<file path="src/hdl/cset_pkg.sv">
`default_nettype none

package cset_pkg;

    localparam int DEF_MAX_FUNCS   = 256;
    localparam int DEF_STACK_DEPTH = 64;
    localparam int OUTQ_DEPTH      = 3;

    typedef enum logic {
        REQ_START = 1'b0,
        REQ_END   = 1'b1
    } req_type_t;

    typedef enum logic [1:0] {
        STATUS_OK    = 2'd0,
        STATUS_EMPTY = 2'd1,
        STATUS_FULL  = 2'd2
    } status_t;

    typedef struct packed {
        req_type_t   req_type;
        logic [7:0]  func_id;
        logic [31:0] timestamp;
    } cset_in_t;

    typedef struct packed {
        logic [7:0]  ended_id;
        logic [31:0] span_ticks;
        logic [31:0] exclusive_ticks;
        logic [31:0] running_total;
        status_t     status;
    } cset_out_t;

    typedef struct packed {
        logic [7:0]  func;
        logic [31:0] start;
        logic [31:0] child;
    } stk_entry_t;

    typedef struct packed {
        logic        valid;
        status_t     status;
        logic [7:0]  fid;
        logic [31:0] span;
        logic [31:0] excl;
    } pop_t;

    function automatic logic [31:0] sat_add(input logic [31:0] a, input logic [31:0] b);
        logic [32:0] s;
        s = {1'b0, a} + {1'b0, b};
        return s[32] ? 32'hFFFF_FFFF : s[31:0];
    endfunction

endpackage

`default_nettype wire

</file>
<file path="src/hdl/cset_outq.sv">
`default_nettype none

module cset_outq
    import cset_pkg::*;
#(
    parameter int DEPTH = OUTQ_DEPTH
) (
    input  wire logic                       clk,
    input  wire logic                       rst_n,
    input  wire logic                       push,
    input  wire cset_out_t                  push_data,
    input  wire logic                       stall,
    output logic                            valid,
    output cset_out_t                       data,
    output logic [$clog2(DEPTH + 1)-1:0]    count
);

    localparam int PW = $clog2(DEPTH);
    localparam int CW = $clog2(DEPTH + 1);

    cset_out_t     entry_reg [DEPTH];
    logic [PW-1:0] wr_ptr_reg, wr_ptr_next;
    logic [PW-1:0] rd_ptr_reg, rd_ptr_next;
    logic [CW-1:0] cnt_reg, cnt_next;
    logic          do_pop;

    always_comb
    begin
        valid  = (cnt_reg != '0);
        data   = entry_reg[rd_ptr_reg];
        count  = cnt_reg;
        do_pop = valid && !stall;

        wr_ptr_next = wr_ptr_reg;
        rd_ptr_next = rd_ptr_reg;
        cnt_next    = cnt_reg;
        if (push)
        begin
            wr_ptr_next = (wr_ptr_reg == PW'(DEPTH - 1)) ? '0 : wr_ptr_reg + PW'(1);
        end
        if (do_pop)
        begin
            rd_ptr_next = (rd_ptr_reg == PW'(DEPTH - 1)) ? '0 : rd_ptr_reg + PW'(1);
        end
        if (push && !do_pop)
        begin
            cnt_next = cnt_reg + CW'(1);
        end
        else if (!push && do_pop)
        begin
            cnt_next = cnt_reg - CW'(1);
        end
    end

    always_ff @(posedge clk or negedge rst_n)
    begin
        if (!rst_n)
        begin
            wr_ptr_reg <= '0;
            rd_ptr_reg <= '0;
            cnt_reg    <= '0;
        end
        else
        begin
            wr_ptr_reg <= wr_ptr_next;
            rd_ptr_reg <= rd_ptr_next;
            cnt_reg    <= cnt_next;
        end
    end

    always_ff @(posedge clk)
    begin
        if (push)
        begin
            entry_reg[wr_ptr_reg] <= push_data;
        end
    end

endmodule

`default_nettype wire

</file>
<file path="config.mk">
export PLATFORM = sky130hd
export DESIGN_NAME = cset_outq
export DESIGN_NICKNAME = d
export VERILOG_FILES = /design/src/hdl/cset_pkg.sv /design/src/hdl/cset_outq.sv
export SDC_FILE = /design/constraint.sdc
export NUM_CORES = 1
export LEC_CHECK = 0
export BUFFER_PORTS_ARGS = -buffer_cell sky130_fd_sc_hd__buf_4
export CAP_MARGIN = 40
export CORE_MARGIN = 5
export CORE_UTILIZATION = 59
export DETAILED_ROUTE_END_ITERATION = 6
export PLACE_DENSITY = 0.84
export SYNTH_ARGS = -nofsm -noshare
export SYNTH_HDL_FRONTEND = slang
export SYNTH_SLANG_ARGS = --single-unit
</file>
<file path="constraint.sdc">
create_clock -name clk -period 16 [get_ports clk]
set_input_delay 2.4 -clock clk [delete_from_list [all_inputs] [get_ports clk]]
set_output_delay 2.4 -clock clk [all_outputs]
set_load 0.02 [all_outputs]
</file>
Word level (Yosys, flattened, before mapping)
Memory sizes are Yosys's and may differ from the RTL's.
Cells that the tools add are included.
Widths: inputs -> output; s select.
- equality and inequality tests: 2
- muxes and demuxes: 6
- reductions and logical operators: 8
- add/sub/neg operators: 4
- operators by type and width (cell ; number):
    $mux 2 ; 4
    $add 2x1->2 const B ; 3
    $eq 2x2->1 const B ; 2
    $reduce_bool 2->1 ; 2
    $logic_and 1x1->1 ; 3
    $logic_not 1->1 ; 3
    $mux 1 ; 2
    $sub 2x1->2 const B ; 1
- memories: 1
- logic and storage cells: 24
- bits in registers: 6
- input bits: 110
- RAM bits: 318
- output and inout bits: 109
- memories (memory ; words ; bits a word ; read ports ; clocked after Yosys merged registers in ; wr ports ; line ; RTL):
    entry_reg ; 3 ; 106 ; 1 ; 0 ; 1 ; cset_outq.sv:21 ; cset_out_t entry_reg [DEPTH];

Depth between registers and ports, before layout
- depth in word-level cells: 5
- gate-level depth with buffers: 5
- gate-level depth less buffers: 5

Least setup slack after synthesis
No wires, ideal clock.
- path type: input to register
- from: in push
- to: mem entry_reg[2][0] (netlist name), enable pin
- setup slack: 5145 ps
- library setup time: 722 ps
- stages: 2
- path buffers: 0
- required time: 15278 ps
- arrival: 10133 ps
- cell sequence: inv_1 nor3b_1
- word-level cells in the longest chain between the ends: 2
- ends and longest elaborated chain (item ; line ; RTL):
    start: declaration ; cset_outq.sv:10 ; input wire logic push,
    $mux 1 ; cset_outq.sv:73 ; if (push)
    $mux 1 (not written as such) ; cset_outq.sv:75 ; entry_reg[wr_ptr_reg] <= push_data;
    end: declaration ; cset_outq.sv:21 ;
No other way between the ends.

==> metrics <==
outcome=completed; period utilization=0.3125; gr usage total=0.1944; first-pass GRT wire length=35680 um; Sw Share=0.3411; final setup skew=0.01303 ns; min cycle time layout=around 5.0 ns; Place WS=11.56 ns; Die Y=approximately 150 um; number of placed instances, taps included=1162; Post-DRT Antenna Nets=0; switching power total=954.2 uW; clk slew on worst S/H paths=0.06 ns; chip width=152.7 um; DR iter-0 viols=391; pwr dens=188.4 mW/mm^2; Mapped Nets=approximately 810; design area=about 0.015 mm^2; fillers=between 1000 and 1500; worst hold-check path type=flop to flop; gpl congestion=0.7446; final setup violation count=0; max-slew violation count=0; row cnt=52; die area=0.02331 mm^2; I/O pins=219; CTS root buf=clkbuf_16; Synth Instances=697; IO Port Bufs=around 220; startpoint types=flop; Area growth syn-to-layout=23.60%; hold_buf cts=0; Power, Total=2.798 mW; Fin Setup TNS=0 ns; Comb power frac=0.361; WS Path Type=flop to output port; wire per inst=roughly 19 um; crit path DAT=2.60 ns; final net count=roughly 1000; residual DRC count=0; CTS buffer count=29; Post-CTS Resized=0; most frequent cells in the layout=edfxtp_1 (318), buf_4 (227), nand2_1 (108), mux2i_1 (106), o21ai_0 (99); Yosys reg bits=324; number of post-CTS setup repair buffers=0; Worst EP required=about 14 ns; Worst-Skew Late Latency=0.53 ns; Worst-Margin Slew=0.8728 ns; initial antenna violation count=0; syn avg cell area=between 15 and 20 um^2; vias in the first global route=between 6000 and 7000; yosys warns=0; fin cells=roughly 1200; drt first pass iters=4; Starting Density=0.5956; Vias/cell=between 5 and 6; P_int=1.844 mW; Clock power frac=0.226; VDD IR max=0.0001848 V; RSZ-0062 raised after global routing=no; overall routed net length=about 23000 um; commonest non-fill, non-tap cell in the layout=edfxtp_1; critical path endpoint category=output port; clock sinks=roughly 320; part of the power in registers=0.413; core area=0.02017 mm^2; Vias=6478; Post-Syn Area=roughly 0.012 mm^2; Placement Cell Area=0.01398 mm^2; Worst Path Max Fanout=99; final worst setup slack=roughly 11 ns; Max Fclk=roughly 200 MHz; CTS tree=yes; Slew headroom=0.4181; Largest register FFs=318; H-tree depth=1; count of different cell masters after synthesis=21; n_diodes=0; utilization after layout=0.7362; Seq/Total Area, Yosys=0.8074; share of cells above drive strength 1=0.2898; final hold slack=0.5648 ns; pin count of the biggest net entering global routing=100; Longest Clk Path Bufs=3; grt total ovfl=0; final number of hold-violating endpoints=0; post-detail-place hpwl=about 15000 um; Max-Cap Viols=0; cell leakage power=~5.4 nW
power groups by stage:
stage | clock network (mW) | logic [mW] | registers [mW]
6_report | 0.632 | 1.01 | 1.16
3_5_place_dp | 0 | 1.02 | 1.17
3_3_place_gp | 0 | 0.935 | 1.22
4_1_cts | 0.645 | 1.03 | 1.16
5_1_grt | 0.681 | 1.08 | 1.17
2_1_floorplan | 0 | 0.621 | 1.17
logic make-up after synthesis:
family                     count (synthesis)  synth area share
adders and majority gates                  1          0.001041
AOI/OAI and AO/OA                        111           0.04708
muxes                                    106           0.08832
buffers and inverters                     37           0.01708
DFF                                      324            0.8074
xor gates and xnor gates                   3          0.002188
and+or+nand+nor                          115           0.03687
synth_stat cells, drive strengths merged:
cell type  number  area [um^2]
nor3            2        10.01
a21o            3        22.52
xnor2           1        8.760
edfxtp        318         9549
clkbuf         19        71.32
nor2            2        7.510
nor3b           1        7.510
inv             1        3.750
nand2b          1        6.260
nand2         108        405.4
buf            17        130.1
ha              1        12.51
o21bai          1        7.510
xor2            2        17.52
or2             1        6.260
dfrtp           6        150.1
o21ai         107        535.5
mux2i         106         1061
critical path, cell delays in order, from the launching register on:
cell and delay (ns):
dfrtp_4 0.73, buf_4 0.76, o21ai_0 0.29, buf_4 0.23
path summary, 6_finish.rpt:
check                                 to  cells past startpoint  slack, ns          start
max                              data[0]                      3      11.00  rd_ptr_reg[1]
min                        wr_ptr_reg[0]                      1       0.56  wr_ptr_reg[0]
max reg2reg                rd_ptr_reg[1]                      3      14.23  rd_ptr_reg[0]
max in group asynchronous  rd_ptr_reg[0]                      1      14.20          rst_n
min reg2reg                wr_ptr_reg[0]                      1       0.56  wr_ptr_reg[0]
min in group asynchronous  rd_ptr_reg[1]                      1       1.67          rst_n
per-layer routing:
metal,vias to the layer above,track usage,part of all wire
met5,-,0,0
met4,0,0.05218,0.023
met3,37,0.07469,0.10
met2,210,0.3412,0.51
met1,3148,0.2252,0.37
li1,3083,-,-
cell type report:
class,instances,area [um^2],area share
flip-flops and latches,324,9707,0.6537
clock inverters,9,66.31,0.004466
repair buffers,231,1807,0.1217
clock buffers,41,800.8,0.05393
inverters,1,3.754,0.0002528
well taps,270,337.8,0.02275
multi-input cells,336,2126,0.1432
No activity file was read; power rests on OpenSTA's default activity.
